==> src/rtl/sss_pkg.sv <==
// Shared types, command codes and arithmetic helpers for the seek-steering block.
// No dependencies; imported by the root, divider, datapath, sequencer, top level and testbench.
package sss_pkg;

  localparam int unsigned CFG_W   = 23;  // width of the length limits
  localparam int unsigned WORD_W  = 32;
  localparam int unsigned STEPS   = 32;  // root digits / quotient bits per run

  typedef enum logic [2:0] {
    CFG_MAX_SPEED     = 3'd0,
    CFG_MAX_PUSH      = 3'd1,
    CFG_ARRIVE_RADIUS = 3'd2,
    CFG_START_X       = 3'd3,
    CFG_START_Y       = 3'd4
  } cfg_idx_t;

  typedef enum logic [4:0] {
    ST_IDLE, ST_LD, ST_SQX, ST_SQY, ST_MM, ST_CMP, ST_ROOT, ST_MULX, ST_MULY,
    ST_DIVGO, ST_DIV, ST_WB, ST_SPADD, ST_PLACE, ST_PUPD, ST_FIN
  } state_t;

  typedef enum logic [1:0] {PH_ARR, PH_PUSH, PH_SPEED, PH_DIR} phase_t;

  typedef enum logic [1:0] {LD_NONE, LD_PUSH, LD_SPEED, LD_DIR} ld_sel_t;
  typedef enum logic [2:0] {MUL_XX, MUL_YY, MUL_MM, MUL_XM, MUL_YM} mul_sel_t;
  typedef enum logic [1:0] {M_SPEED, M_PUSH, M_RADIUS} m_sel_t;
  typedef enum logic [1:0] {ACC_HOLD, ACC_LOAD, ACC_ADD} acc_op_t;
  typedef enum logic [3:0] {
    WB_NONE, WB_PUSH_CLAMP, WB_SPEED_ADD, WB_SPEED_CLAMP, WB_PLACE, WB_W,
    WB_PUSH_UPD, WB_GOAL, WB_REACH
  } wb_t;

  typedef struct packed {
    ld_sel_t  ld_sel;
    mul_sel_t mul_sel;
    m_sel_t   m_sel;
    acc_op_t  acc_op;
    logic     cap_x;
    logic     root_go;
    logic     div_go;
    wb_t      wb;
    logic     out_load;
  } cmd_t;

  typedef struct packed {
    logic gt;         // sum of squares above limit squared
    logic nz;         // sum of squares nonzero
    logic root_busy;
    logic div_busy;
  } sts_t;

  function automatic logic [31:0] abs32(input logic signed [31:0] v);
    return v[31] ? 32'(-v) : 32'(v);
  endfunction

  function automatic logic signed [31:0] sat34(input logic signed [33:0] v);
    if (v[33:31] == 3'b000 || v[33:31] == 3'b111) begin
      return v[31:0];
    end
    return v[33] ? 32'sh8000_0000 : 32'sh7FFF_FFFF;
  endfunction

endpackage

==> src/rtl/sss_ctrl.sv <==
// Sequencer: stores a new goal, or walks arrival check, push clamp, speed clamp and goal direction.
// Depends on sss_pkg.
module sss_ctrl import sss_pkg::*; (
  input  logic clk,
  input  logic rst_n,
  input  logic in_valid,
  input  logic in_op,
  output logic in_ready,
  output logic out_valid,
  input  logic out_ready,
  input  sts_t sts,
  output cmd_t cmd
);
  state_t state_r, state_nxt;
  phase_t ph_r, ph_nxt;
  logic   out_valid_r, out_valid_nxt;
  state_t post;

  always_comb begin
    case (ph_r)
      PH_PUSH:  post = ST_SPADD;
      PH_SPEED: post = ST_PLACE;
      PH_DIR:   post = ST_PUPD;
      default:  post = ST_LD;
    endcase
  end

  always_comb begin
    state_nxt     = state_r;
    ph_nxt        = ph_r;
    out_valid_nxt = out_valid_r && !out_ready;
    cmd           = '0;
    case (ph_r)
      PH_ARR:  cmd.m_sel = M_RADIUS;
      PH_PUSH: cmd.m_sel = M_PUSH;
      default: cmd.m_sel = M_SPEED;
    endcase
    case (state_r)
      ST_IDLE: if (in_valid) begin
        if (in_op) begin
          cmd.wb    = WB_GOAL;
          state_nxt = ST_FIN;
        end else begin
          ph_nxt    = PH_ARR;
          state_nxt = ST_LD;
        end
      end
      ST_LD: begin
        case (ph_r)
          PH_PUSH:  cmd.ld_sel = LD_PUSH;
          PH_SPEED: cmd.ld_sel = LD_SPEED;
          default:  cmd.ld_sel = LD_DIR;
        endcase
        state_nxt = ST_SQX;
      end
      ST_SQX: begin
        cmd.mul_sel = MUL_XX;
        state_nxt   = ST_SQY;
      end
      ST_SQY: begin
        cmd.mul_sel = MUL_YY;
        cmd.acc_op  = ACC_LOAD;
        state_nxt   = ST_MM;
      end
      ST_MM: begin
        cmd.mul_sel = MUL_MM;
        cmd.acc_op  = ACC_ADD;
        state_nxt   = ST_CMP;
      end
      ST_CMP: begin
        if (ph_r == PH_ARR) begin
          cmd.wb    = WB_REACH;
          ph_nxt    = PH_PUSH;
          state_nxt = ST_LD;
        end else if ((ph_r == PH_DIR) ? sts.nz : sts.gt) begin
          cmd.root_go = 1'b1;
          state_nxt   = ST_ROOT;
        end else begin
          state_nxt = post;
        end
      end
      ST_ROOT: if (!sts.root_busy) state_nxt = ST_MULX;
      ST_MULX: begin
        cmd.mul_sel = MUL_XM;
        state_nxt   = ST_MULY;
      end
      ST_MULY: begin
        cmd.mul_sel = MUL_YM;
        cmd.cap_x   = 1'b1;
        state_nxt   = ST_DIVGO;
      end
      ST_DIVGO: begin
        cmd.div_go = 1'b1;
        state_nxt  = ST_DIV;
      end
      ST_DIV: if (!sts.div_busy) state_nxt = ST_WB;
      ST_WB: begin
        case (ph_r)
          PH_PUSH:  cmd.wb = WB_PUSH_CLAMP;
          PH_SPEED: cmd.wb = WB_SPEED_CLAMP;
          default:  cmd.wb = WB_W;
        endcase
        state_nxt = post;
      end
      ST_SPADD: begin
        cmd.wb    = WB_SPEED_ADD;
        ph_nxt    = PH_SPEED;
        state_nxt = ST_LD;
      end
      ST_PLACE: begin
        cmd.wb    = WB_PLACE;
        ph_nxt    = PH_DIR;
        state_nxt = ST_LD;
      end
      ST_PUPD: begin
        cmd.wb    = WB_PUSH_UPD;
        state_nxt = ST_FIN;
      end
      ST_FIN: if (!out_valid_r || out_ready) begin
        cmd.out_load  = 1'b1;
        out_valid_nxt = 1'b1;
        state_nxt     = ST_IDLE;
      end
      default: state_nxt = ST_IDLE;
    endcase
  end

  always_ff @(posedge clk) begin
    if (!rst_n) begin
      state_r     <= ST_IDLE;
      ph_r        <= PH_ARR;
      out_valid_r <= 1'b0;
    end else begin
      state_r     <= state_nxt;
      ph_r        <= ph_nxt;
      out_valid_r <= out_valid_nxt;
    end
  end

  assign in_ready  = state_r == ST_IDLE;
  assign out_valid = out_valid_r;
endmodule

==> config.mk <==
export PLATFORM = sky130hd
export DESIGN_NAME = sss_ctrl
export DESIGN_NICKNAME = d
export VERILOG_FILES = /design/src/rtl/sss_pkg.sv /design/src/rtl/sss_ctrl.sv
export SDC_FILE = /design/constraint.sdc
export NUM_CORES = 1
export LEC_CHECK = 0
export BUFFER_PORTS_ARGS = -buffer_cell sky130_fd_sc_hd__buf_2
export CAP_MARGIN = 20
export CORE_MARGIN = 10
export CORE_UTILIZATION = 52
export CTS_CLUSTER_SIZE = 12
export DETAILED_ROUTE_END_ITERATION = 8
export GPL_TIMING_DRIVEN = 0
export PLACE_DENSITY_LB_ADDON = 0.05
export SETUP_SLACK_MARGIN = 0.1
export SKIP_CTS_REPAIR_TIMING = 1
export SLEW_MARGIN = 20
export SYNTH_ARGS = -nofsm -noshare
export SYNTH_HDL_FRONTEND = slang
export SYNTH_SLANG_ARGS = --single-unit
==> constraint.sdc <==
create_clock -name clk -period 4.12 [get_ports clk]
set_clock_uncertainty 0.2 [all_clocks]
set_input_delay 0.618 -clock clk [delete_from_list [all_inputs] [get_ports clk]]
set_output_delay 0.618 -clock clk [all_outputs]
set_load 0.05 [all_outputs]
## Word level (Yosys, flattened, before mapping)

Cells that the tools add are included.

- RAM bits: 0
- Input bits: 9
- Word-level logic and storage cells: 70
- Latch bits: 0
- Memories: 0
- Flip-flop bits (word level): 8
- Bits in read-only memories: 0
- Output and inout bits: 19

- Reduce and logical (&&, ||, !) cells: 10
- Multiplexer cells: 33
- Add/subtract/negate cells: 0
- Bitwise logic cells: 0
- Shift-type cells: 0
- Multiply operators: 0
- Eq/ne operators: 24
- $lt $le $gt $ge: 0
- Div/mod/pow operators: 0

Operators by type and width:

| cell | count |
|---|---|
| one-hot mux 5 bit (15 select lines) | 1 |
| == test 5 x 4 -> 1 bit, second input constant | 8 |
| two-way mux 5 bit | 6 |
| one-hot mux 4 bit (6 select lines) | 1 |
| == test 5 x 3 -> 1 bit, second input constant | 4 |
| != test 2 bit, second input constant | 6 |
| one-hot mux 2 bit (2 select lines) | 3 |
| one-hot mux 3 bit (4 select lines) | 1 |
| one-hot mux 4 bit (3 select lines) | 1 |
| == test 5 x 2 -> 1 bit, second input constant | 2 |
| two-way mux 1 bit | 10 |
| two-way mux 2 bit | 4 |
| two-way mux 4 bit | 2 |
| one-hot mux 2 bit (4 select lines) | 1 |
| AND reduction 4 bit | 2 |
| two-way mux 3 bit | 2 |
| one-hot mux 3 bit (2 select lines) | 1 |
| == test 5 x 1 -> 1 bit, second input constant | 1 |
| zero test 5 bit | 1 |
| == test 2 bit, second input constant | 2 |
| nonzero test 4 bit | 1 |
| == test 2 x 1 -> 1 bit, second input constant | 1 |
| zero test 1 bit | 2 |
| zero test 2 bit | 1 |
| 3 further kinds | 3 |

## Depth between registers and ports, before layout

Gate-level depths: netlist (run 1).

- Depth in word-level cells: 5
- Mapped depth: 7
- Gate-level depth less buffers: 6

## Worst setup path after synthesis (run 1)

Ideal clock, no wire load.

- Kind: reg2out
- From: reg ph_r[0]
- To: out cmd[6] in the netlist's numbering
- Path buffers: 1
- Cell stages (with the launch flop): 5
- Slack: 680 ps
- Data required time: 3302 ps
- Arrival time: 2622 ps
- Cells stage by stage: dfxtp_1 > inv_1 > ha_1 > clkbuf_1 > nor4_1

RTL lines:

| what | RTL line | source |
|---|---|---|
| start, declared | sss_ctrl.sv:15 | `phase_t ph_r, ph_nxt;` |
| start signal, assigned | sss_ctrl.sv:135 | `ph_r <= ph_nxt;` |
| end, declared | sss_ctrl.sv:12 | `output cmd_t cmd` |

==> results of run 1 <==
cells by family after synthesis:
logic type                 share of synthesized area
adders and majority gates                     0.0809
buffers and inverters                         0.0971
and+or+nand+nor                                0.309
muxes                                         0.0259
AOI/OAI and AO/OA                              0.306
DFF                                            0.181
layer usage:
metal / part of all wire / up-vias
met5: 0 / -
met4: 0.011 / 0
met3: 0.11 / 7
met2: 0.46 / 50
met1: 0.41 / 417
li1: - / 462
worst min-delay path: stages, from the launching register on:
cell and delay [ps]:
sky130_fd_sc_hd__dfxtp_1 330, sky130_fd_sc_hd__o21ai_0 80, sky130_fd_sc_hd__a21oi_1 60
layout by cell type (no fill, tap or decap), types with 2 or more instances in the layout:
cell and n:
sky130_fd_sc_hd__nor3_1 4, sky130_fd_sc_hd__a2bb2oi_1 2, sky130_fd_sc_hd__nor2b_1 4, sky130_fd_sc_hd__nor2_1 9, sky130_fd_sc_hd__a21oi_1 8, sky130_fd_sc_hd__nor4_1 4
sky130_fd_sc_hd__nand3b_1 3, sky130_fd_sc_hd__clkbuf_1 4, sky130_fd_sc_hd__clkbuf_4 3, sky130_fd_sc_hd__dfxtp_1 7, sky130_fd_sc_hd__o21bai_1 2, sky130_fd_sc_hd__o21ai_0 11
sky130_fd_sc_hd__mux2i_1 2, sky130_fd_sc_hd__buf_2 30, sky130_fd_sc_hd__nand2_1 6, sky130_fd_sc_hd__nand2b_1 4, sky130_fd_sc_hd__inv_1 7, sky130_fd_sc_hd__ha_1 5
worst paths after layout:
path         slack, ps  cells past startpoint                       to                     from
max               1260                      6                  cmd[14]  state_r[3]$_SDFFE_PN0P_
min                320                      2     ph_r[0]$_SDFFE_PN0P_     ph_r[0]$_SDFFE_PN0P_
max reg2reg       2150                      7  state_r[0]$_SDFFE_PN0P_     ph_r[1]$_SDFFE_PN0P_
min reg2reg        320                      2     ph_r[0]$_SDFFE_PN0P_     ph_r[0]$_SDFFE_PN0P_
power by group through the flow:
stage	clock network [mW]	logic, mW	registers (mW)
final	0.0656	0.582	0.106
after global routing	0.0722	0.630	0.107
after CTS	0.0657	0.578	0.105
after detailed placement	0	0.576	0.106
after global placement	0	0.568	0.103
after floorplan	0	0.460	0.100
registers in the layout, indices dropped and copies added, names as in the netlist:
| name | flops |
|---|---|
| state_r | 4 |
| ph_r | 2 |
| out_valid | 1 |
cell type report:
type                       count  area, um^2  area share
buffer                         9        48.8      0.0512
clock buffer                   4        26.3      0.0276
inverter                       7        26.3      0.0276
multi-input combinational     86         558       0.585
sequential                     7         140       0.147
tap                           15        18.8      0.0197
timing repair buffer          27         135       0.142
==> results.cfg, run 1 <==
[power_and_ir_drop]
cellLeakagePower_nw = 0.446
peakVddDrop_v = 0.000469
power_uw = 753
fraction_of_power_consumed_by_sequential_logic = 0.141
p_sw_uw = 457
clock_power_share = 0.087
internal_power_uw = 296
power.combinational.fraction = 0.772
power.density_cell_area_mw_per_mm2 = 790
p_sw_frac = 0.607

[layout]
antennaDiodeCount = 0
area_delta_synth_final_pct = 23.3
ratio_of_cells_with_drive_above_1_in_the_final_layout = 0.264
design_area_um2 = 953
layout.cells.non_filler = 155
fillCellCount = 130
final_core_utilization = 0.706
fin_nets = 155

[critical_path]
critPathMaxStageDelay_ps = 380
cp_max_fo = 10
cpMaxStageDelayCell = sky130_fd_sc_hd__dfxtp_1
critPathMostFrequentCell = sky130_fd_sc_hd__buf_2
critical_path.endpoint_type = output port
setup.worst_path.class = reg -> out
crit_buf_inv = 4
critical_path.cell_chain = buf_2, buf_1, nand2_1, nor3_1, buf_4, buf_2
crit_arrival_ps = 2040
critPathLaunchType = flip-flop
timing.critical_path.required_ps = 3300
worst_path_dominant_cell_family = buffers and inverters

[synth]
synthDistinctLibCells = 42
synthesis.nets = 123
yosys_register_bits = 7
synthDominantAreaCellType = sky130_fd_sc_hd__dfxtp_1
yosys_most_used_dff = sky130_fd_sc_hd__dfxtp_1
syn-instance-count = 109
post_synth_main_area_contributors = sky130_fd_sc_hd__dfxtp_1, sky130_fd_sc_hd__ha_1, sky130_fd_sc_hd__o21ai_0, sky130_fd_sc_hd__a21oi_1, sky130_fd_sc_hd__nor2_1
syn_area_per_cell_um2 = 7.09
synth-async-reset-ratio = 0
synth.cell_area_um2 = 773
yosysWarningCount = 0
synth_edf_count = 0
synth.top_cells.by_count = sky130_fd_sc_hd__o21ai_0, sky130_fd_sc_hd__nor2_1, sky130_fd_sc_hd__a21oi_1
synth.most_common_cell = sky130_fd_sc_hd__o21ai_0
synth_largest_type_area_fraction = 0.181
seq_area_frac_synth = 0.181

[sta]
setup_tns_ps = 0
worst_tran_pin_value_ps = 441
slew_headroom = 0.706
finalHoldViolations = 0
layout_setup_ws_ps = 1260
report.final.setup_viol = 0
post-route-min-period_ps = 2860
post-route-period-util = 0.694
worst_hold_slack_ps = 321
report.final.slew_viol_count = 0
fmax_mhz = 350
rsz0062_at_grt = no

[global_routing]
groute.usage.overall = 0.144
grt_first_pass_wirelength_um = 4020
grt_pass1_vias = 853
layer_with_the_highest_usage_after_global_routing = met2
grtUsageMet3 = 0.0558
gr_util_met1 = 0.177
grt_antenna_before_repair = 0
grt_max_degree = 11
overflow = 0
groute.layer.met2.usage = 0.220

[floorplanning]
start_util = 0.573
placement_rows = 13
die_area_mm2 = 0.00343
die_h_um = 58.6
coreArea_mm2 = 0.00135
die_width_um = 58.6
pin_count = 28

[placement]
dp_worst_setup_slack_ps = 1560
numPortBuffers = 27
globalplace.congestion = 0.863
numPlacedInstances = 151
detailed_place_hpwl_um = 1920
place_area_um2 = 927

[min_path]
holdCritPathClass = reg -> reg

[routing]
drt-total-wl_um = 2410
num_vias = 936
firstDrtPassIters = 4
drtAntennaViolNets = 0
avg_vias_per_cell = 6.04
drt_iter0_drc = 56
drc = 0
drt-wirelength-per-cell_um = 15.6

[clock_network]
numCtsBuffers = 3
clk_root_buffer_cell = sky130_fd_sc_hd__clkbuf_4
cts_num_sinks = 7
cts.reportedPaths.clkPinSlew_ps = 60
clk_path_buf_depth = 2
tritoncts = yes
clock_insertion_delay_at_the_later_pin_of_the_skew_report_ps = 260
cts.htree.levels = 1

[job]
maxcap_violations = 0

[outcome]
status = finished clean
Note: power is estimated with default switching activity, not from simulation.
==> run 2: changes to the inputs <==
Settings changed: ABC_AREA set to 1, CORE_ASPECT_RATIO set to 1.2, CORE_UTILIZATION 52 to 42.
Clock period 4.12 ns to 2.5 ns, I/O delays scaled along.
==> run 2 against run 1 <==
Against the previous run:
- design area down 7.0%
- synthesized cell count up 18%
- sequential share of layout area up 1.1 points
- worst hold slack worse by 150 ps
- area after synthesis is 10% lower
- power grew 62%
- largest power group unchanged
- highest routed layer unchanged
==> results.cfg, run 2 <==
[layout]
area_delta_synth_final_pct = 28.0
largest_register_ffs = 4
registers.top_by_ff_count = state_r
layout.cells.most_common = sky130_fd_sc_hd__nand2_1
antennaDiodeCount = 0
fin_nets = 175
final_cell_mix = sky130_fd_sc_hd__nand2_1, sky130_fd_sc_hd__inv_1, sky130_fd_sc_hd__buf_2
ratio_of_cells_with_drive_above_1_in_the_final_layout = 0.219

[power_and_ir_drop]
fraction_of_power_consumed_by_sequential_logic = 0.161
clock_power_share = 0.081
power_mw = 1.22
power.combinational.fraction = 0.758
cellLeakagePower_nw = 0.535
p_sw_frac = 0.642
p_sw_uw = 783
power.density_cell_area_mw_per_mm2 = 1380
internal_power_uw = 437
peakVddDrop_v = 0.000626

[synth]
yosysWarningCount = 0
synthDistinctLibCells = 15
synth-async-reset-ratio = 0
synth_edf_count = 0
yosys_most_used_dff = sky130_fd_sc_hd__dfxtp_1
synth_largest_type_area_fraction = 0.202
post_synth_main_area_contributors = sky130_fd_sc_hd__dfxtp_1, sky130_fd_sc_hd__nand2_1, sky130_fd_sc_hd__inv_1, sky130_fd_sc_hd__nor2_1, sky130_fd_sc_hd__ha_1
synthesis.nets = 143
synth.cell_area_um2 = 693
syn_area_per_cell_um2 = 5.37
synth.most_common_cell = sky130_fd_sc_hd__nand2_1
seq_area_frac_synth = 0.202
yosys_register_bits = 7
syn-instance-count = 129
synth.top_cells.by_count = sky130_fd_sc_hd__nand2_1, sky130_fd_sc_hd__inv_1, sky130_fd_sc_hd__nor2_1
synthDominantAreaCellType = sky130_fd_sc_hd__dfxtp_1

[floorplanning]
start_util = 0.433
die_h_um = 64.5
die_width_um = 57.1
placement_rows = 16
die_area_mm2 = 0.00368
pin_count = 28
coreArea_mm2 = 0.00160

[critical_path]
cpMaxStageDelayCell = sky130_fd_sc_hd__dfxtp_1
crit_buf_inv = 4
critical_path.endpoint_type = output port
setup.worst_path.class = reg -> out
timing.rr.start = ph_r[1]$_SDFFE_PN0P_
critical_path.cell_chain = inv_1, nor2_1, inv_1, nor2_2, inv_1, o221ai_1, clkbuf_4
startpoint = state_r[3]$_SDFFE_PN0P_
worst_path_dominant_cell_family = buffers and inverters
critPathLaunchType = flip-flop
r2r.worst_path.cells = 9
crit_arrival_ps = 1660
timing.critical_path.required_ps = 1920
critPathMaxStageDelay_ps = 370
critPathMostFrequentCell = sky130_fd_sc_hd__inv_1
cp_max_fo = 4
worstSetupPathDepth = 7

[clock_network]
clk_root_buffer_cell = sky130_fd_sc_hd__clkbuf_4
tritoncts = yes
clock_insertion_delay_at_the_later_pin_of_the_skew_report_ps = 250
numCtsBuffers = 3
cts_num_sinks = 7
cts.reportedPaths.clkPinSlew_ps = 50
clk_path_buf_depth = 2
cts.htree.levels = 1

[outcome]
status = finished clean

[routing]
drt-total-wl_um = 1940
drt-wirelength-per-cell_um = 10.9
avg_vias_per_cell = 4.84
drtAntennaViolNets = 0
drt_iter0_drc = 37
firstDrtPassIters = 4
drc = 0
num_vias = 862

[global_routing]
grt_first_pass_wirelength_um = 3340
grt_pass1_vias = 792
grt_max_degree = 9
overflow = 0
groute.usage.overall = 0.107
grt_antenna_before_repair = 0

[min_path]
hold_path_depth = 3
worstHoldStart = rst_n
holdCritPathClass = in -> reg

[sta]
post-route-period-util = 0.895
slew_headroom = 0.822
worst_hold_slack_ps = 170
report.final.setup_viol = 0
finalHoldViolations = 0
fmax_mhz = 447
report.final.slew_viol_count = 0
rsz0062_at_grt = no
post-route-min-period_ps = 2240
layout_setup_ws_ps = 264
setup_tns_ps = 0
worst_tran_pin_value_ps = 265

[placement]
numPortBuffers = 27
globalplace.congestion = 0.846
dp_worst_setup_slack_ps = 458
detailed_place_hpwl_um = 1730

[job]
maxcap_violations = 0
## run 2: changes by cell type in the layout (fill, tap and decap cells not counted), moves of 5 or more
cell / delta
sky130_fd_sc_hd__nor2_1: +14
sky130_fd_sc_hd__inv_1: +19
sky130_fd_sc_hd__o21ai_0: -7
sky130_fd_sc_hd__nand2_1: +30
sky130_fd_sc_hd__nand3_1: +11
sky130_fd_sc_hd__buf_2: -5
## run 2: cells by family (layout without fill, tap and decap cells)
| kind of cell | Yosys count | count (layout) | synth area share |
|---|---|---|---|
| AOI/OAI and AO/OA | 13 | 13 | 0.103 |
| buffers and inverters | 27 | 58 | 0.152 |
| DFF | 7 | 7 | 0.202 |
| and+or+nand+nor | 77 | 77 | 0.453 |
| adders and majority gates | 5 | 5 | 0.0903 |
## run 2: routing by layer
metal | GRT usage | wire length (um) | up-vias | share of wire
met2 | 0.186 | 1020 | 28 | 0.53
met5 | 0 | 0 | - | 0
met4 | 0.0529 | 38 | 0 | 0.020
met1 | 0.117 | 723 | 370 | 0.37
met3 | 0.0273 | 160 | 5 | 0.082
li1 | - | - | 459 | -
## run 2: layout make-up
cell class / instances / area, um^2
fill: 186 / 714
multi-input combinational: 95 / 453
sequential: 7 / 140
timing repair buffer: 27 / 140
inverter: 26 / 97.6
clock buffer: 4 / 26.3
tap: 18 / 22.5
buffer: 1 / 7.51
## run 2: power by group through the flow
stage	registers [mW]	clock network, mW	logic, mW
final	0.197	0.0984	0.926
after global routing	0.201	0.112	1.01
after CTS	0.193	0.104	0.921
after detailed placement	0.196	0	0.919
after global placement	0.196	0	0.914
after floorplan	0.186	0	0.734
## run 2: metrics by stage
step	std cells	cell area, um^2	util
6_report	178	887	0.554
3_5_place_dp	174	851	0.531
3_3_place_gp	174	851	0.531
4_1_cts	178	877	0.548
5_1_grt	178	887	0.554
2_1_floorplan	129	693	-
## run 2: path summary, 6_finish.rpt
check                                                to  slack, ps
worst max-delay path                             cmd[2]        260
worst min-delay path               ph_r[0]$_SDFFE_PN0P_        170
worst max register to register  state_r[3]$_SDFFE_PN0P_        880
worst min register to register  state_r[1]$_SDFFE_PN0P_        330
## run 2: worst reg2reg max path, cell delays in order (launching register included)
cell	delay, ps
sky130_fd_sc_hd__dfxtp_1	400
sky130_fd_sc_hd__inv_1	100
sky130_fd_sc_hd__ha_1	190
sky130_fd_sc_hd__inv_1	180
sky130_fd_sc_hd__nand3_1	100
sky130_fd_sc_hd__nand2_1	90
sky130_fd_sc_hd__inv_1	40
sky130_fd_sc_hd__nand3_1	90
sky130_fd_sc_hd__nand2_1	60
sky130_fd_sc_hd__a21oi_1	110
==> run 3: changes to the inputs <==
Settings changed: CORE_ASPECT_RATIO 1.2 to not set, CORE_UTILIZATION 42 to 50, MAX_ROUTING_LAYER set to met4.
Clock period 2.5 ns to 2.8 ns, I/O delays scaled along.
==> run 3 against run 2 <==
Against the previous run:
- global-route usage increased by 1.3 points
- utilization increased by 12 points
- power decreased by 11%
- final cell count decreased by 1.7%
- first-iteration DRC count decreased by 14%
- worst hold slack improved by 43 ps
- count of clock-buffer cells in the layout unchanged
- register-to-register slack improved by 260 ps
- clock power decreased by 11%
- design area decreased by 1.6%
- non-clock buffer count unchanged
- largest cell class unchanged
- highest routed layer unchanged
==> results.cfg, run 3 (synthesis gave the netlist of run 2 again) <==
[outcome]
status = finished clean

[min_path]
hold_path_depth = 3
worstHoldStart = rst_n
holdCritPathClass = in -> reg

[clock_network]
clk_root_buffer_cell = sky130_fd_sc_hd__clkbuf_4
cts.reportedPaths.clkPinSlew_ps = 50
tritoncts = yes
cts_num_sinks = 7
cts.htree.levels = 1
clock_insertion_delay_at_the_later_pin_of_the_skew_report_ps = 240
numCtsBuffers = 3
clk_path_buf_depth = 2

[global_routing]
grt_first_pass_wirelength_um = 3220
grt_antenna_before_repair = 0
groute.usage.overall = 0.120
grt_pass1_vias = 776
overflow = 0
grt_max_degree = 9

[job]
maxcap_violations = 0

[floorplanning]
coreArea_mm2 = 0.00130
die_width_um = 57.2
pin_count = 28
die_area_mm2 = 0.00328
start_util = 0.533
placement_rows = 13
die_h_um = 57.2

[critical_path]
r2r.worst_path.cells = 8
critical_path.endpoint_type = output port
cpMaxStageDelayCell = sky130_fd_sc_hd__dfxtp_1
setup.worst_path.class = reg -> out
timing.critical_path.required_ps = 2180
crit_arrival_ps = 1750
worst_path_dominant_cell_family = simple AND/OR/NAND/NOR gates
startpoint = state_r[2]$_SDFFE_PN0P_
worstSetupPathDepth = 6
critical_path.cell_chain = nor2_1, nand2_1, nor2_2, nand2_1, o211ai_1, buf_2
timing.rr.start = state_r[2]$_SDFFE_PN0P_
critPathLaunchType = flip-flop
crit_buf_inv = 1
critPathMostFrequentCell = sky130_fd_sc_hd__nand2_1
critPathMaxStageDelay_ps = 360
cp_max_fo = 6

[layout]
registers.top_by_ff_count = state_r
area_delta_synth_final_pct = 26.0
fin_nets = 175
layout.cells.most_common = sky130_fd_sc_hd__nand2_1
ratio_of_cells_with_drive_above_1_in_the_final_layout = 0.206
final_cell_mix = sky130_fd_sc_hd__nand2_1, sky130_fd_sc_hd__buf_2, sky130_fd_sc_hd__inv_1
largest_register_ffs = 4
antennaDiodeCount = 0
fillCellCount = 139

[placement]
numPortBuffers = 27
globalplace.congestion = 0.885
detailed_place_hpwl_um = 1680
dp_worst_setup_slack_ps = 708

[power_and_ir_drop]
power.density_cell_area_mw_per_mm2 = 1240
cellLeakagePower_nw = 0.536
peakVddDrop_v = 0.000731

[routing]
drtAntennaViolNets = 0
drt-wirelength-per-cell_um = 11.0
drc = 0
num_vias = 849
drt_iter0_drc = 32
drt-total-wl_um = 1930
avg_vias_per_cell = 4.85
firstDrtPassIters = 4

[sta]
report.final.setup_viol = 0
fmax_mhz = 423
worst_hold_slack_ps = 213
post-route-min-period_ps = 2370
finalHoldViolations = 0
worst_tran_pin_value_ps = 269
report.final.slew_viol_count = 0
layout_setup_ws_ps = 434
slew_headroom = 0.819
rsz0062_at_grt = no
post-route-period-util = 0.845
setup_tns_ps = 0
## run 3: path summary, 6_finish.rpt
check / endpoint / slack (ps)
max: cmd[3] / 430
max reg2reg: ph_r[0]$_SDFFE_PN0P_ / 1140
min: ph_r[0]$_SDFFE_PN0P_ / 210
min reg2reg: ph_r[1]$_SDFFE_PN0P_ / 330
## run 3: power by group
| group | total (mW) | internal (mW) | leakage (nW) | switching, mW |
|---|---|---|---|---|
| Combinational | 0.819 | 0.196 | 0.463 | 0.623 |
| Sequential | 0.174 | 0.133 | 0.0574 | 0.0409 |
| Clock | 0.0878 | 0.0541 | 0.0150 | 0.0337 |
## run 3: final cells by class
type,instances,area [um^2],area share
multi-input combinational,95,448,0.513
clock buffer,4,26.3,0.0301
sequential,7,140,0.160
inverter,26,97.6,0.112
timing repair buffer,27,135,0.155
tap,15,18.8,0.0215
buffer,1,7.51,0.00860
## run 3: through the flow
step | area, um^2 | total power [mW] | utilization | cells
3_3_place_gp | 847 | 0.986 | 0.651 | 171
4_1_cts | 873 | 1.08 | 0.671 | 175
3_5_place_dp | 847 | 0.992 | 0.651 | 171
6_report | 873 | 1.08 | 0.671 | 175
5_1_grt | 873 | 1.18 | 0.671 | 175
2_1_floorplan | 693 | 0.822 | - | 129
## run 3: worst register-to-register path, stage by stage (launching register included)
cell                      delay (ps)
sky130_fd_sc_hd__dfxtp_1         360
sky130_fd_sc_hd__nor2_1          240
sky130_fd_sc_hd__nand2_1         180
sky130_fd_sc_hd__nor2_2          210
sky130_fd_sc_hd__nor2_1           70
sky130_fd_sc_hd__nand3_1         130
sky130_fd_sc_hd__nand2_1          70
sky130_fd_sc_hd__nand2_1          60
sky130_fd_sc_hd__nor2_1           40
## run 3: per-layer routing
metal | vias up | GRT usage | part of all wire
met5 | - | - | 0
met4 | 0 | 0.0503 | 0.0031
met3 | 2 | 0.0199 | 0.075
met2 | 21 | 0.211 | 0.51
met1 | 370 | 0.129 | 0.41
li1 | 456 | - | -
